==> config.mk <==
export PLATFORM = sky130hd
export DESIGN_NAME = crc32_frame_check_core
export DESIGN_NICKNAME = d
export VERILOG_FILES = /design/src/design/cfc_pkg.sv /design/src/design/cfc_in_stage.sv /design/src/design/cfc_engine.sv /design/src/design/cfc_out_stage.sv /design/src/design/crc32_frame_check_core.sv
export SDC_FILE = /design/constraint.sdc
export NUM_CORES = 1
export LEC_CHECK = 0
export BUFFER_PORTS_ARGS = -buffer_cell sky130_fd_sc_hd__buf_2
export CAP_MARGIN = 20
export CORE_UTILIZATION = 55
export CTS_BUF_LIST = sky130_fd_sc_hd__clkbuf_2
export CTS_CLUSTER_SIZE = 28
export DETAILED_ROUTE_END_ITERATION = 10
export PLACE_DENSITY_LB_ADDON = 0.2
export SYNTH_ARGS = -nofsm -noshare
export SYNTH_HDL_FRONTEND = slang
export SYNTH_SLANG_ARGS = --single-unit
==> constraint.sdc <==
create_clock -name clk -period 6.72 [get_ports clk]
set_clock_uncertainty 0.2 [all_clocks]
set_input_delay 0.672 -clock clk [delete_from_list [all_inputs] [get_ports clk]]
set_output_delay 0.672 -clock clk [all_outputs]
set_load 0.01 [all_outputs]
==> src/design/cfc_pkg.sv <==
// Shared types, constants and CRC functions for the CRC-32 frame checker.
package cfc_pkg;

    localparam int unsigned CRC_W     = 32;
    localparam int unsigned BYTE_W    = 8;
    localparam int unsigned MODEL_W   = 2;
    localparam int unsigned CFG_IDX_W = 1;
    localparam int unsigned CFG_DATA_W = MODEL_W;
    localparam int unsigned SEEN_W    = 3;

    localparam logic [CRC_W-1:0]  CRC_POLY = 32'h04C1_1DB7;
    localparam logic [CRC_W-1:0]  CRC_ONES = 32'hFFFF_FFFF;
    localparam logic [CRC_W-1:0]  CRC_ZERO = 32'h0000_0000;
    localparam logic [SEEN_W-1:0] SEEN_MAX = 3'd5;

    typedef enum logic [MODEL_W-1:0] {
        MODEL_REFLECTED = 2'd0,
        MODEL_MPEG2     = 2'd1,
        MODEL_NONE      = 2'd2
    } model_t;

    typedef enum logic [CFG_IDX_W-1:0] {
        REG_MODEL      = 1'b0,
        REG_CHECK_MODE = 1'b1
    } cfg_reg_t;

    typedef struct packed {
        logic [BYTE_W-1:0] data;
        logic              last;
    } item_t;

    typedef struct packed {
        logic [CRC_W-1:0] crc_value;
        logic             crc_match;
        logic             frame_short;
    } result_t;

    function automatic logic [CRC_W-1:0] crc_init(logic [MODEL_W-1:0] m);
        logic [CRC_W-1:0] v;
        unique case (m)
            MODEL_REFLECTED, MODEL_MPEG2: v = CRC_ONES;
            default:                      v = CRC_ZERO;
        endcase
        return v;
    endfunction

    // One byte through the unreflected CRC register, eight shift-xor steps.
    function automatic logic [CRC_W-1:0] crc_feed(logic [CRC_W-1:0] crc,
                                                  logic [BYTE_W-1:0] data,
                                                  logic [MODEL_W-1:0] m);
        logic [CRC_W-1:0]  c;
        logic [CRC_W-1:0]  poly;
        logic [BYTE_W-1:0] b;
        poly = crc_init(m) & CRC_POLY;
        for (int i = 0; i < BYTE_W; i++) begin
            b[i] = (m == MODEL_REFLECTED) ? data[BYTE_W-1-i] : data[i];
        end
        c = crc ^ {b, {(CRC_W-BYTE_W){1'b0}}};
        for (int i = 0; i < BYTE_W; i++) begin
            c = c[CRC_W-1] ? ({c[CRC_W-2:0], 1'b0} ^ poly) : {c[CRC_W-2:0], 1'b0};
        end
        return c;
    endfunction

    function automatic logic [CRC_W-1:0] crc_finish(logic [CRC_W-1:0] crc,
                                                    logic [MODEL_W-1:0] m);
        logic [CRC_W-1:0] r;
        for (int i = 0; i < CRC_W; i++) begin
            r[i] = crc[CRC_W-1-i];
        end
        unique case (m)
            MODEL_REFLECTED: r = r ^ CRC_ONES;
            MODEL_MPEG2:     r = crc;
            default:         r = CRC_ZERO;
        endcase
        return r;
    endfunction

endpackage

==> src/design/cfc_in_stage.sv <==
// Input register: holds one accepted word until the frame engine takes it.
module cfc_in_stage (
    input  logic          clk,
    input  logic          rst_n,
    input  logic          in_valid,
    output logic          in_ready,
    input  cfc_pkg::item_t in_item,
    input  logic          take,
    output logic          held_valid,
    output cfc_pkg::item_t held_item
);
    import cfc_pkg::*;

    logic  vld_reg;
    logic  vld_next;
    item_t item_reg;

    assign in_ready   = !vld_reg || take;
    assign held_valid = vld_reg;
    assign held_item  = item_reg;

    always_comb
    begin
        vld_next = vld_reg;
        if (in_valid && in_ready)
        begin
            vld_next = 1'b1;
        end
        else if (take)
        begin
            vld_next = 1'b0;
        end
    end

    always_ff @(posedge clk or negedge rst_n)
    begin
        if (!rst_n)
        begin
            vld_reg <= 1'b0;
        end
        else
        begin
            vld_reg <= vld_next;
        end
    end

    always_ff @(posedge clk)
    begin
        if (in_valid && in_ready)
        begin
            item_reg <= in_item;
        end
    end

endmodule

==> src/design/cfc_engine.sv <==
// Frame engine: running CRC, four-byte holdback line, byte count and result logic.
module cfc_engine (
    input  logic                         clk,
    input  logic                         rst_n,
    input  logic                         step,
    input  cfc_pkg::item_t               item,
    input  logic [cfc_pkg::MODEL_W-1:0]  model,
    input  logic                         check_mode,
    input  logic                         restart,
    input  logic [cfc_pkg::MODEL_W-1:0]  restart_model,
    output cfc_pkg::result_t             result
);
    import cfc_pkg::*;

    logic [CRC_W-1:0]  running_crc_reg;
    logic [CRC_W-1:0]  running_crc_next;
    logic [BYTE_W-1:0] held_reg [4];
    logic [BYTE_W-1:0] held_next [4];
    logic [SEEN_W-1:0] seen_reg;
    logic [SEEN_W-1:0] seen_next;

    logic              past_four;
    logic [BYTE_W-1:0] feed_byte;
    logic [CRC_W-1:0]  crc_after;
    logic [CRC_W-1:0]  calc;
    logic [CRC_W-1:0]  stored;

    // Four or more bytes already seen: the oldest held byte belongs to the payload.
    assign past_four = (seen_reg >= SEEN_W'(4));
    assign feed_byte = check_mode ? held_reg[0] : item.data;
    assign crc_after = (!check_mode || past_four)
                       ? crc_feed(running_crc_reg, feed_byte, model)
                       : running_crc_reg;
    assign calc      = crc_finish(crc_after, model);
    // Stored CRC is little-endian; the current byte is its top byte.
    assign stored    = {item.data, held_reg[3], held_reg[2], held_reg[1]};

    always_comb
    begin
        if (!check_mode)
        begin
            result.crc_value   = calc;
            result.crc_match   = 1'b0;
            result.frame_short = 1'b0;
        end
        else if (!past_four)
        begin
            result.crc_value   = CRC_ZERO;
            result.crc_match   = 1'b0;
            result.frame_short = 1'b1;
        end
        else
        begin
            result.crc_value   = calc;
            result.crc_match   = (stored == calc);
            result.frame_short = 1'b0;
        end
    end

    always_comb
    begin
        running_crc_next = running_crc_reg;
        held_next        = held_reg;
        seen_next        = seen_reg;
        if (restart)
        begin
            running_crc_next = crc_init(restart_model);
            held_next        = '{default: '0};
            seen_next        = '0;
        end
        else if (step && item.last)
        begin
            running_crc_next = crc_init(model);
            held_next        = '{default: '0};
            seen_next        = '0;
        end
        else if (step)
        begin
            running_crc_next = crc_after;
            if (check_mode)
            begin
                held_next[0] = held_reg[1];
                held_next[1] = held_reg[2];
                held_next[2] = held_reg[3];
                held_next[3] = item.data;
            end
            seen_next = (seen_reg == SEEN_MAX) ? SEEN_MAX : seen_reg + SEEN_W'(1);
        end
    end

    always_ff @(posedge clk or negedge rst_n)
    begin
        if (!rst_n)
        begin
            running_crc_reg <= CRC_ONES;
            held_reg        <= '{default: '0};
            seen_reg        <= '0;
        end
        else
        begin
            running_crc_reg <= running_crc_next;
            held_reg        <= held_next;
            seen_reg        <= seen_next;
        end
    end

endmodule

==> src/design/cfc_out_stage.sv <==
// Result register: holds one finished result word until the consumer takes it.
module cfc_out_stage (
    input  logic               clk,
    input  logic               rst_n,
    input  logic               load,
    input  cfc_pkg::result_t   result_in,
    output logic               free,
    output logic               out_valid,
    input  logic               out_ready,
    output cfc_pkg::result_t   result_out
);
    import cfc_pkg::*;

    logic    vld_reg;
    logic    vld_next;
    result_t result_reg;

    assign free       = !vld_reg || out_ready;
    assign out_valid  = vld_reg;
    assign result_out = result_reg;

    always_comb
    begin
        vld_next = vld_reg;
        if (load)
        begin
            vld_next = 1'b1;
        end
        else if (out_ready)
        begin
            vld_next = 1'b0;
        end
    end

    always_ff @(posedge clk or negedge rst_n)
    begin
        if (!rst_n)
        begin
            vld_reg <= 1'b0;
        end
        else
        begin
            vld_reg <= vld_next;
        end
    end

    always_ff @(posedge clk)
    begin
        if (load)
        begin
            result_reg <= result_in;
        end
    end

endmodule

==> src/design/crc32_frame_check_core.sv <==
// Top level of the CRC-32 frame checker: configuration registers and stage wiring.
//
//   Channel  Handshake             Payload
//   in       in_valid / in_ready   data_byte, last_byte
//   out      out_valid / out_ready crc_value, crc_match, frame_short
//   cfg      cfg_wr_en             cfg_index, cfg_data
//
// One byte word is taken every cycle unless a final byte waits for a free result
// register; the whole byte update is eight unrolled shift-xor steps between the
// input register and the result register. A result follows its final byte through the input and result registers.
// Reset selects the reflected CRC-32 in compute mode with an empty frame.
// A stalled result holds back a final byte and, behind it, all further input.
module crc32_frame_check_core (
    input  logic                            clk,
    input  logic                            rst_n,
    input  logic                            in_valid,
    output logic                            in_ready,
    input  logic [cfc_pkg::BYTE_W-1:0]      data_byte,
    input  logic                            last_byte,
    output logic                            out_valid,
    input  logic                            out_ready,
    output logic [cfc_pkg::CRC_W-1:0]       crc_value,
    output logic                            crc_match,
    output logic                            frame_short,
    input  logic                            cfg_wr_en,
    input  logic [cfc_pkg::CFG_IDX_W-1:0]   cfg_index,
    input  logic [cfc_pkg::CFG_DATA_W-1:0]  cfg_data
);
    import cfc_pkg::*;

    logic [MODEL_W-1:0] model_reg;
    logic [MODEL_W-1:0] model_next;
    logic               check_mode_reg;
    logic               check_mode_next;

    item_t   in_item;
    item_t   held_item;
    logic    held_valid;
    logic    out_free;
    logic    step;
    result_t result;
    result_t result_out;

    assign in_item.data = data_byte;
    assign in_item.last = last_byte;

    // A final byte waits for room in the result register.
    assign step = held_valid && (!held_item.last || out_free);

    always_comb
    begin
        model_next      = model_reg;
        check_mode_next = check_mode_reg;
        if (cfg_wr_en)
        begin
            unique case (cfg_index)
                REG_MODEL:      model_next      = cfg_data[MODEL_W-1:0];
                REG_CHECK_MODE: check_mode_next = cfg_data[0];
                default:        model_next      = model_reg;
            endcase
        end
    end

    always_ff @(posedge clk or negedge rst_n)
    begin
        if (!rst_n)
        begin
            model_reg      <= MODEL_REFLECTED;
            check_mode_reg <= 1'b0;
        end
        else
        begin
            model_reg      <= model_next;
            check_mode_reg <= check_mode_next;
        end
    end

    cfc_in_stage u_in_stage (
        .clk        (clk),
        .rst_n      (rst_n),
        .in_valid   (in_valid),
        .in_ready   (in_ready),
        .in_item    (in_item),
        .take       (step),
        .held_valid (held_valid),
        .held_item  (held_item)
    );

    cfc_engine u_engine (
        .clk           (clk),
        .rst_n         (rst_n),
        .step          (step),
        .item          (held_item),
        .model         (model_reg),
        .check_mode    (check_mode_reg),
        .restart       (cfg_wr_en),
        .restart_model (model_next),
        .result        (result)
    );

    cfc_out_stage u_out_stage (
        .clk        (clk),
        .rst_n      (rst_n),
        .load       (step && held_item.last),
        .result_in  (result),
        .free       (out_free),
        .out_valid  (out_valid),
        .out_ready  (out_ready),
        .result_out (result_out)
    );

    assign crc_value   = result_out.crc_value;
    assign crc_match   = result_out.crc_match;
    assign frame_short = result_out.frame_short;

endmodule
# --- Word level (Yosys, flattened, before mapping) ---
# Index checks and enable logic that the tools add are counted.
op_classes:
  reduce_logical: 22
  bitwise_logic: 10
  magnitude_cmp: 1
  n_addsub: 1
  n_mux: 40
  eq_ne: 4
op_table:
  columns: ["operator", "n"]
  rows:
  - ["32-bit 2-to-1 mux", 18]
  - ["32-bit by 27-bit bitwise XOR with 32-bit output", 8]
  - ["34-bit 2-to-1 mux", 2]
  - ["32-bit case mux with 2 select lines", 1]
  - ["32-bit == test", 1]
  - ["32-bit NOT", 1]
  - ["32-bit bitwise XOR", 1]
  - ["1-bit 2-to-1 mux", 12]
  - ["3-bit 2-to-1 mux", 4]
  - ["8-bit 2-to-1 mux", 1]
  - ["2-bit AND reduction", 3]
  - ["3-bit nonzero test", 2]
  - ["2-bit by 1-bit == test with 1-bit output, second input constant", 2]
  - ["1-bit zero test", 4]
  - ["2-bit zero test", 2]
  - ["1-bit logical OR", 4]
  - ["2-bit 2-to-1 mux", 2]
  - ["2-bit nonzero test", 2]
  - ["2-bit OR reduction", 2]
  - ["3-bit by 1-bit adder with 3-bit output, second input constant", 1]
  - ["3-bit == test, second input constant", 1]
  - ["3-bit greater-or-equal comparator, second input constant", 1]
  - ["1-bit logical AND", 3]
totals:
  output_inout_bits: 36
  elab_cells: 93
  in_bits: 17
  reg_bits: 115

# --- Logic depth before layout (Yosys ltp) ---
# Gate-level depths: netlist of run 1.
logic_depth:
  depth_word: 25
  ltp_mapped: 15
  ltp_nobuf: 12

# --- By module ---
# A second synthesis of run 1 with hierarchy kept.
hier_totals:
  hier_cells: 929
  hier_area_um2: 8827.2
by_module_without_submodules:
  columns: ["mod", "seq_area_each_um2", "area_per_inst_um2", "cells_per_inst", "n_inst"]
  rows:
  - ["cfc_engine", 1716.6, 7279.5, 868, 1]
  - ["cfc_out_stage", 1046.0, 1068.5, 37, 1]
  - ["cfc_in_stage", 295.3, 324.1, 13, 1]
  - ["crc32_frame_check_core", 75.1, 155.1, 11, 1]

# --- Worst setup path before layout of run 1 ---
# No wires, ideal clock.
synth_path:
  kind: "register -> register"
  start: "reg model_reg[1]"
  end: "reg u_out_stage.result_reg, in the netlist u_out_stage.result_out[1], data pin"
  setup_time_ps: 190
  n_path_buf: 1
  required_ps: 6330
  synth_period_minus_slack_ps: 4143
  arrival_time_ps: 3753
  setup_slack_ps: 2577
  stages_incl_launch_ff: 14
  path_cell_list: "dfrtp_1 buf_4 nor2_4 mux2i_2 xnor2_4 xnor2_2 xnor3_2 nor4b_1 or4_1 a211o_1 nor3_1 nand4_1 or4_1 a2111oi_2"
synth_via:
  elab_chain_cells: 23
  word_cells_on_any_way: 33
  classes_between: "eq/ne: 2; mux: 19; bitwise: 10; reduce/logical: 2"
synth_lines:
  columns: ["item", "line", "text"]
  rows:
  - ["start, declared", "crc32_frame_check_core.sv:31", "logic [MODEL_W-1:0] model_reg;"]
  - ["start signal, assigned", "crc32_frame_check_core.sv:73", "model_reg <= model_next;"]
  - ["2-bit by 1-bit == test with 1-bit output / 2-bit zero test (equally long branches)", "cfc_pkg.sv:40, cfc_pkg.sv:71, cfc_pkg.sv:56", null]
  - ["2-bit OR reduction", "cfc_pkg.sv:40", "unique case (m)"]
  - ["32-bit 2-to-1 mux", null, null]
  - ["32-bit by 27-bit bitwise XOR with 32-bit output", "cfc_pkg.sv:60", "c = c[CRC_W-1] ? ({c[CRC_W-2:0], 1'b0} ^ poly) : {c[CRC_W-2:0], 1'b0};"]
  - ["32-bit 2-to-1 mux", "cfc_pkg.sv:60", null]
  - ["32-bit by 27-bit bitwise XOR with 32-bit output", "cfc_pkg.sv:60", null]
  - ["32-bit 2-to-1 mux", "cfc_pkg.sv:60", null]
  - ["32-bit by 27-bit bitwise XOR with 32-bit output", "cfc_pkg.sv:60", null]
  - ["[... 7 more ...]", null, null]
  - ["32-bit by 27-bit bitwise XOR with 32-bit output", "cfc_pkg.sv:60", null]
  - ["32-bit 2-to-1 mux", "cfc_pkg.sv:60", null]
  - ["32-bit by 27-bit bitwise XOR with 32-bit output", "cfc_pkg.sv:60", null]
  - ["32-bit 2-to-1 mux", "cfc_pkg.sv:60", null]
  - ["32-bit 2-to-1 mux", "cfc_engine.sv:32", "? crc_feed(running_crc_reg, feed_byte, model)"]
  - ["32-bit NOT (no line)", null, null]
  - ["32-bit case mux with 2 select lines *", "cfc_pkg.sv:71", "unique case (m)"]
  - ["32-bit == test *", "cfc_engine.sv:55", "result.crc_match = (stored == calc);"]
  - ["end signal, assigned", "cfc_out_stage.sv:51", "result_reg <= result_in;"]
  - ["end, declared", "cfc_out_stage.sv:16", "result_t result_reg;"]
# Mark *: on every way between the ends. The rest lies on a longest branch, timed or not.
# A chain may end at the register's enable or synchronous reset.

# --- Worst setup path after layout of run 1 ---
layout_path:
  start: "reg check_mode_reg"
  end: "reg u_out_stage.result_reg, in the netlist u_out_stage.result_out[1], data pin"
layout_via:
  elab_chain_cells: 22
  word_cells_on_any_way: 33
  classes_between: "eq/ne: 1; mux: 19; bitwise: 10; reduce/logical: 3"
layout_lines:
  columns: ["item", "line", "text"]
  rows:
  - ["start, declared", "crc32_frame_check_core.sv:33", "logic check_mode_reg;"]
  - ["start signal, assigned", "crc32_frame_check_core.sv:74", "check_mode_reg <= check_mode_next;"]
  - ["8-bit 2-to-1 mux", "cfc_engine.sv:30", "assign feed_byte = check_mode ? held_reg[0] : item.data;"]
  - ["1-bit 2-to-1 mux", "cfc_pkg.sv:56", "b[i] = (m == MODEL_REFLECTED) ? data[BYTE_W-1-i] : data[i];"]
  - ["32-bit bitwise XOR", "cfc_pkg.sv:58", "c = crc ^ {b, {(CRC_W-BYTE_W){1'b0}}};"]
  - ["32-bit 2-to-1 mux / 32-bit by 27-bit bitwise XOR with 32-bit output (equally long branches)", "cfc_pkg.sv:60", null]
  - ["32-bit by 27-bit bitwise XOR with 32-bit output / 32-bit 2-to-1 mux (equally long branches)", "cfc_pkg.sv:60", null]
  - ["32-bit 2-to-1 mux / 32-bit by 27-bit bitwise XOR with 32-bit output (equally long branches)", "cfc_pkg.sv:60", null]
  - ["32-bit by 27-bit bitwise XOR with 32-bit output / 32-bit 2-to-1 mux (equally long branches)", "cfc_pkg.sv:60", null]
  - ["32-bit 2-to-1 mux / 32-bit by 27-bit bitwise XOR with 32-bit output (equally long branches)", "cfc_pkg.sv:60", null]
  - ["[... 6 more ...]", null, null]
  - ["32-bit by 27-bit bitwise XOR with 32-bit output / 32-bit 2-to-1 mux (equally long branches)", "cfc_pkg.sv:60", null]
  - ["32-bit 2-to-1 mux / 32-bit by 27-bit bitwise XOR with 32-bit output (equally long branches)", "cfc_pkg.sv:60", null]
  - ["32-bit by 27-bit bitwise XOR with 32-bit output / 32-bit 2-to-1 mux (equally long branches)", "cfc_pkg.sv:60", null]
  - ["32-bit 2-to-1 mux", "cfc_pkg.sv:60", null]
  - ["32-bit 2-to-1 mux", "cfc_engine.sv:32", null]
  - ["32-bit NOT (no line)", null, null]
  - ["32-bit case mux with 2 select lines", "cfc_pkg.sv:71", null]
  - ["32-bit == test", "cfc_engine.sv:55", null]
# Several ways; a longest one is shown, not always the timed one.

==> metrics.md, run 1 <==
| Metric | Value |
|---|---|
| Max FFs per register | `34` |
| Leak | `0.003748 uW` |
| Post-synth design cell area | `8389 um^2` |
| Reg2reg start | `check_mode_reg` |
| CTS resizes | `0` |
| Worst-path clk slew | `0.28 ns` |
| DR iter-0 viols | `866` |
| Port bufs | `52` |
| Ys async rst share | `62.61%` |
| Worst hold start | `cfg_wr_en` |
| DRC violations left | `4` |
| Worst path bufs/invs | `0` |
| Max Cap Viol | `0` |
| Crit. Startpoint | `check_mode_reg` |
| Initial Utilization | `57.07%` |
| Final-report hold violation count | `0` |
| Final setup margin | `1.062 ns` |
| Die height | `125.5 um` |
| GR Overflow Total | `0` |
| Status | `finished, violations left` |
| Ys flop type | `edfxtp_1` |
| # diodes | `0` |
| DRT Wirelength | `29700 um` |
| Crit path DAT | `6.03 ns` |
| Psw | `2271 uW` |
| Period utilization | `84.19%` |
| First-pass GRT wire length | `44610 um` |
| Final slew viol count | `0` |
| Post-place setup slack | `1.185 ns` |
| Largest net degree at the start of global routing | `73` |
| TritonCTS clock tree | `built` |
| Synth-to-layout area growth | `10.50%` |
| Initial antenna violation count | `0` |
| Die Area | `15750 um^2` |
| Hold Crit Class | `in -> reg` |
| Power Internal | `2257 uW` |
| Vias per cell | `6.724` |
| Final ANT Viol Nets | `0` |
| YS warnings | `0` |
| Met2 routed WL | `13350 um` |
| Failing checks | `DRC` |
| 1st-pass router iterations | `8` |
| Sequential share of power | `25.4%` |
| Cells after Synth | `873` |
| CP Cell Sequence | `mux2i_4 -> xor2_2 -> mux2_2 -> a31oi_2 -> nor2_4 -> xnor3_1 -> a222oi_1 -> xnor2_1 -> a211oi_1 -> o311ai_1 -> or4_1 -> a2111oi_2` |
| Row cnt | `44` |
| Synth area leaders | `edfxtp_1 (15%), dfrtp_1 (12%), dfstp_2 (10%)` |
| Cts-stage hold buffer count | `16` |
| Peak supply drop | `0.0002789 V` |
| Nets@finish | `938` |
| Routed wire length per instance | `26.57 um` |
| Gp weighted congestion | `0.9679` |
| Synth area leader | `edfxtp_1` |
| Critical Path RT | `7.09 ns` |
| Clock sinks | `115` |
| DIE WIDTH | `125.5 um` |
| Min cycle time layout | `5.658 ns` |
| Placed wire-length estimate | `20960 um` |
| Maximum fanout along the worst path | `16` |
| Seq cells post-synth | `115` |
| Setup Buffers After CTS | `0` |
| Worst Setup End Kind | `flip-flop` |
| Post-synthesis sequential area ratio | `37.35%` |
| Library cells used by synthesis | `84` |
| Syn Nets | `890` |
| Cell family with most CP delay | `compound AO/OA/AOI/OAI gates` |
| Slowest Stage Delay on Critical Path | `1.05 ns` |
| Clock power frac | `10.6%` |
| Root buffer cell | `clkbuf_2` |
| Sw Ratio | `50.16%` |
| RSZ-0062 raised after global routing | `no` |
| Fillers | `1249` |
| Wire length on met3 | `3014 um` |
| Clock tree buffer depth | `2` |
| Synth Area per Inst | `9.610 um^2` |
| Crit Path Class | `reg -> reg` |
| Setup tns final | `0 ns` |
| Vias in the first global route | `7334` |
| H-tree Lvls | `4` |
| Crit-path slowest cell | `dfrtp_1` |
| Share of the synthesized area in the top cell type | `15.39%` |
| Post-synth EDFFs | `43` |
| DR vias | `7517` |
| Top sig layer | `met4` |
| Total core area | `14700 um^2` |
| Metal-1 WL | `11670 um` |
| Fmax | `176.8 MHz` |
| Skew-Pair Late Insertion Delay | `0.80 ns` |
| CP startpoint kind | `flip-flop` |
| Layout cells sized above 1 | `21.31%` |
| Final setup fails | `0` |
| Max_slew headroom | `33.32%` |
| Power Density | `488.4 nW/um^2` |
| GR Util All Layers | `39.07%` |
| IO Count | `53` |
| CTS buffer count | `17` |
| Combinational power share | `64.0%` |
| Worst-Margin Slew | `0.9977 ns` |
==> worst min-delay path, delay by kind of cell <==
family                 cells  cell delay (ns)
AND/OR/NAND/NOR            2             0.21
AO/OA/AOI/OAI              1             0.08
buffers and inverters      1             0.16
==> kinds of logic (layout without fill, tap and decap cells) <==
logic type	count (synthesis)	in the layout	synth area share, %
XOR/XNOR	88	88	14.35
AO/OA/AOI/OAI	249	249	20.69
flip-flops	115	115	37.35
multiplexers	45	45	6.726
AND/OR/NAND/NOR	296	296	16.90
buffers and inverters	80	141	3.997
==> synthesized netlist by cell type, drive strengths merged, types with 4 or more instances <==
library cell  number
edfxtp            43
o22ai             10
dfrtp             40
a31oi             10
or4                4
nand2b            14
o21ai             52
and2               9
xnor3             18
xnor2             48
clkbuf            47
o221ai             4
inv               17
nor3              19
mux2               7
dfstp             32
o21a              16
or2                5
nor4               6
a211oi            16
or3               10
nor2             107
and3               6
nand4              9
a21oi             48
xor2              21
a31o               4
a22o              35
a221oi             5
nand3             16
o31ai              7
a21o               5
a22oi              4
nand2             77
buf               16
mux2i             38
==> area by class of cell <==
cell class / count / area, um^2 / area share [%]
Tap cell: 184 / 230.2 / 2.483
Sequential cell: 115 / 3134 / 33.81
Timing Repair Buffer: 92 / 630.6 / 6.803
Clock buffer: 17 / 85.08 / 0.9178
Multi-Input combinational cell: 678 / 4966 / 53.57
Inverter: 17 / 63.81 / 0.6884
Clock inverter: 15 / 160.2 / 1.728
==> worst paths after layout <==
kind	endpoint	slack, ns	cells past startpoint
min in group asynchronous	check_mode_reg	0.33	2
worst min register to register	u_engine.seen_reg[1]	0.34	1
max in group asynchronous	u_engine.held_reg[30]	5.29	2
worst max register to register	u_out_stage.result_out[1]	1.06	12
worst max-delay path	u_out_stage.result_out[1]	1.06	12
worst min-delay path	u_engine.seen_reg[1]	0.17	4
==> placed cells by master, fill, tap and decap left out, types with 17 or more instances in the layout <==
master,synthesis,routed
clkbuf_2,0,17
buf_4,3,22
mux2i_1,25,25
a21oi_1,48,47
edfxtp_1,43,43
dfrtp_1,40,39
o21ai_0,51,50
xnor2_1,39,39
a22o_1,35,35
dfstp_2,32,32
nor3_1,19,19
buf_2,4,51
nand2_1,77,77
nor2_1,104,102
xor2_1,18,18
xnor3_1,17,17
==> power by group through the flow <==
stage	Combinational (uW)	Clock (uW)	Sequential (uW)
final	2900	481	1150
after global routing	3070	518	1160
after CTS	2840	490	1140
after detailed placement	2820	0	1150
after global placement	2780	0	1150
after floorplan	2100	0	1040
==> per-stage QoR <==
stage               area, um^2  instances  power (uW)  utilization (%)  hold slack [ns]
detailed placement        8815       1067        3965            59.97           0.3075
floorplan                 8389        873        3134                -           0.1764
global route              9270       1118        4741            63.07           0.1183
global placement          8815       1067        3928            59.97           0.2801
finish                    9270       1118        4528            63.07           0.1660
CTS                       9220       1115        4464            62.73          0.09936
==> routing by layer <==
| metal | GRT usage [%] | vias to the layer above |
|---|---|---|
| met3 | 10.27 | 104 |
| met5 | 0 | - |
| met4 | 22.31 | 0 |
| li1 | - | 3299 |
| met2 | 60.52 | 474 |
| met1 | 49.58 | 3640 |
(Power assumes the default switching activity.)
==> run 2: changes to the inputs <==
- ABC_AREA: unset -> 1
- clock period: 6.72 -> 5.15 ns (I/O delays scaled with it)
==> metrics.md, run 2 <==
| Metric | Value |
|---|---|
| First-pass GRT wire length | `39650 um (-11%)` |
| Hold Crit Class | `in -> reg` |
| Status | `completed` |
| DR iter-0 viols | `930 (+7.4%)` |
| Final-report hold violation count | `0 (unchanged)` |
| Post-layout util | `62.55% (-0.52 points)` |
| Most common cell after layout, fill and taps aside | `nand2_1` |
| Min cycle time layout | `3.904 ns (-1.753 ns)` |
| Hold Crit Depth | `4 (unchanged)` |
| Placed wire-length estimate | `17850 um (-15%)` |
| GR Util All Layers | `36.69% (-2.4 points)` |
| TritonCTS clock tree | `built` |
| Most frequent cells in the layout | `nand2_1 (393), nand3_1 (198), inv_1 (86), buf_2 (51), o21ai_0 (48)` |
| Seq cells post-synth | `115 (unchanged)` |
| CTS resizes | `0 (unchanged)` |
| Library cells used by synthesis | `31 (-63%)` |
| DIE WIDTH | `119.9 um (-4.5%)` |
| Crit Path Class | `reg -> reg` |
| Leak | `0.004105 uW (+9.5%)` |
| RSZ-0062 raised after global routing | `no` |
| Post-place setup slack | `1.356 ns (+0.1711 ns)` |
| Power Density | `387.3 nW/um^2 (-21%)` |
| Crit path DAT | `4.31 ns (-1.72 ns)` |
| Gp weighted congestion | `1.014 (+4.7%)` |
| Share of the synthesized area in the top cell type | `19.31% (+3.9 points)` |
| Total core area | `13400 um^2 (-8.8%)` |
| DR vias | `7816 (+4.0%)` |
| Clock tree buffer depth | `2 (unchanged)` |
| Row cnt | `42 (-4.5%)` |
| Max Cap Viol | `0 (unchanged)` |
| Final slew viol count | `0 (unchanged)` |
| DRC violations left | `0 (-4)` |
| Final setup margin | `1.246 ns (+0.1835 ns)` |
| GR Overflow Total | `0 (unchanged)` |
| Layout cells sized above 1 | `16.74% (-4.6 points)` |
| Cells after Synth | `1079 (+24%)` |
| Period utilization | `75.81% (-8.4 points)` |
| Minimum hold slack | `0.04650 ns (-0.1196 ns)` |
| Post-synth EDFFs | `43 (unchanged)` |
| Vias in the first global route | `7359 (+0.34%)` |
| Nets@finish | `1151 (+23%)` |
| YS warnings | `0 (unchanged)` |
| Clock sinks | `115 (unchanged)` |
| H-tree Lvls | `4 (unchanged)` |
| Synth-to-layout area growth | `9.730%` |
| Die height | `119.9 um (-4.5%)` |
| Peak supply drop | `0.0002105 V (-25%)` |
| IO Count | `53 (unchanged)` |
| CP startpoint kind | `flip-flop` |
| Max FFs per register | `34 (unchanged)` |
| Setup Buffers After CTS | `0 (unchanged)` |
| CTS buffer count | `17 (unchanged)` |
| Final ANT Viol Nets | `0 (unchanged)` |
| Worst R2R Path Depth | `20 (+8)` |
| Synth area leader | `nand2_1` |
| Root buffer cell | `clkbuf_2` |
| Commonest cells post-synth | `nand2_1 (393), nand3_1 (198), inv_1 (86), o21ai_0 (48), edfxtp_1 (43)` |
| Port bufs | `52 (unchanged)` |
| Syn Nets | `1096 (+23%)` |
| Worst Setup End Kind | `flip-flop` |
| Count leader, synth | `nand2_1` |
| Largest net degree at the start of global routing | `73 (unchanged)` |
| Initial antenna violation count | `1 (+1)` |
| Worst-Margin Slew | `1.008 ns (+0.009884 ns)` |
| Maximum fanout along the worst path | `28 (+12)` |
| 1st-pass router iterations | `9 (+1)` |
| Initial Utilization | `57.00% (-0.071 points)` |
| Synth area leaders | `nand2_1 (19%), edfxtp_1 (17%), dfrtp_1 (13%)` |
| Routed wire length per instance | `18.77 um (-29%)` |
| DRT Wirelength | `24850 um (-16%)` |
| Die Area | `14360 um^2 (-8.8%)` |
| Max_slew headroom | `32.82% (-0.50 points)` |
| Post-synthesis sequential area ratio | `41.02% (+3.7 points)` |
| Vias per cell | `5.903 (-12%)` |
| Setup tns final | `0 ns (unchanged)` |
| Final setup fails | `0 (unchanged)` |
| Ys async rst share | `62.61% (unchanged)` |
| Worst-path clk slew | `0.20 ns (-0.08 ns)` |
| Skew-Pair Late Insertion Delay | `0.73 ns (-0.07 ns)` |
| Critical Path RT | `5.56 ns (-1.53 ns)` |
| Fmax | `256.1 MHz (+45%)` |
| Synth Area per Inst | `7.079 um^2 (-26%)` |
| Ys flop type | `edfxtp_1` |
| Post-synth design cell area | `7639 um^2 (-8.9%)` |
run 2: cell families (layout without fill, tap and decap cells):
family,Yosys count,count (layout),share of synthesized area [%]
xor gates and xnor gates,18,18,2.064
buffers and inverters,141,209,7.600
DFF,115,115,41.02
AOI/OAI and AO/OA,126,126,9.320
and+or+nand+nor,679,679,40.00
other,0,1,0
run 2: path summary, 6_finish.rpt:
path,from,slack [ns],end
worst max-delay path,model_reg[1],1.25,u_out_stage.result_out[1]
worst min-delay path,cfg_wr_en,0.05,u_engine.seen_reg[1]
worst max register to register,model_reg[1],1.25,u_out_stage.result_out[1]
worst min register to register,u_engine.running_crc_reg[15],0.34,u_engine.running_crc_reg[15]
max in group asynchronous,rst_n,3.82,u_engine.held_reg[17]
min in group asynchronous,rst_n,0.25,model_reg[1]
run 2: layout make-up:
| class | count | area (um^2) |
|---|---|---|
| clock buffers | 18 | 90.09 |
| fillers | 1283 | 5019 |
| multi-input cells | 823 | 3965 |
| repair buffers | 79 | 510.5 |
| diodes | 1 | 2.502 |
| clock inverters | 14 | 90.09 |
| flip-flops and latches | 115 | 3133 |
| well taps | 176 | 220.2 |
| inverters | 98 | 370.4 |
run 2: metal layers:
layer	track usage, %	up-vias	part of all wire, %
met3	9.078	78	9.6
met2	56.11	424	45
met4	17.11	0	4.4
li1	-	3688	-
met5	0	-	0
met1	48.88	3626	41
run 2: power by group:
part | leakage [uW] | switching (uW) | internal, uW
clock network | 0.000103 | 383 | 122
registers | 0.00129 | 92.7 | 1110
logic | 0.00272 | 1090 | 452
run 2: critical path: stages, from the launching register on:
cell	delay (ns)
dfrtp_1	0.58
nor2_4	0.65
buf_4	0.32
nand3_1	0.12
nand3_1	0.09
nand2_1	0.18
nand2_1	0.13
nand2_2	0.10
nand2_1	0.09
nand3_1	0.17
nand3_1	0.14
nand2_1	0.06
nand2_1	0.10
nand3_2	0.10
nand3_1	0.19
nand2_1	0.07
nor2_1	0.09
nand3_1	0.11
nor2_1	0.12
nand3_1	0.08
nor2_1	0.09
run 2: repair_timing:
item                                    CTS  global route
endpoints found under the setup margin    0             0
hold buffers                             18             0
endpoints found under the hold margin    54             0
run 2: per-stage QoR:
stage	power [uW]	instances	instance area, um^2
floorplan	2278	1079	7639
global placement	2696	1273	8019
detailed placement	2694	1273	8019
CTS	3203	1323	8379
global route	3466	1324	8382
finish	3246	1324	8382
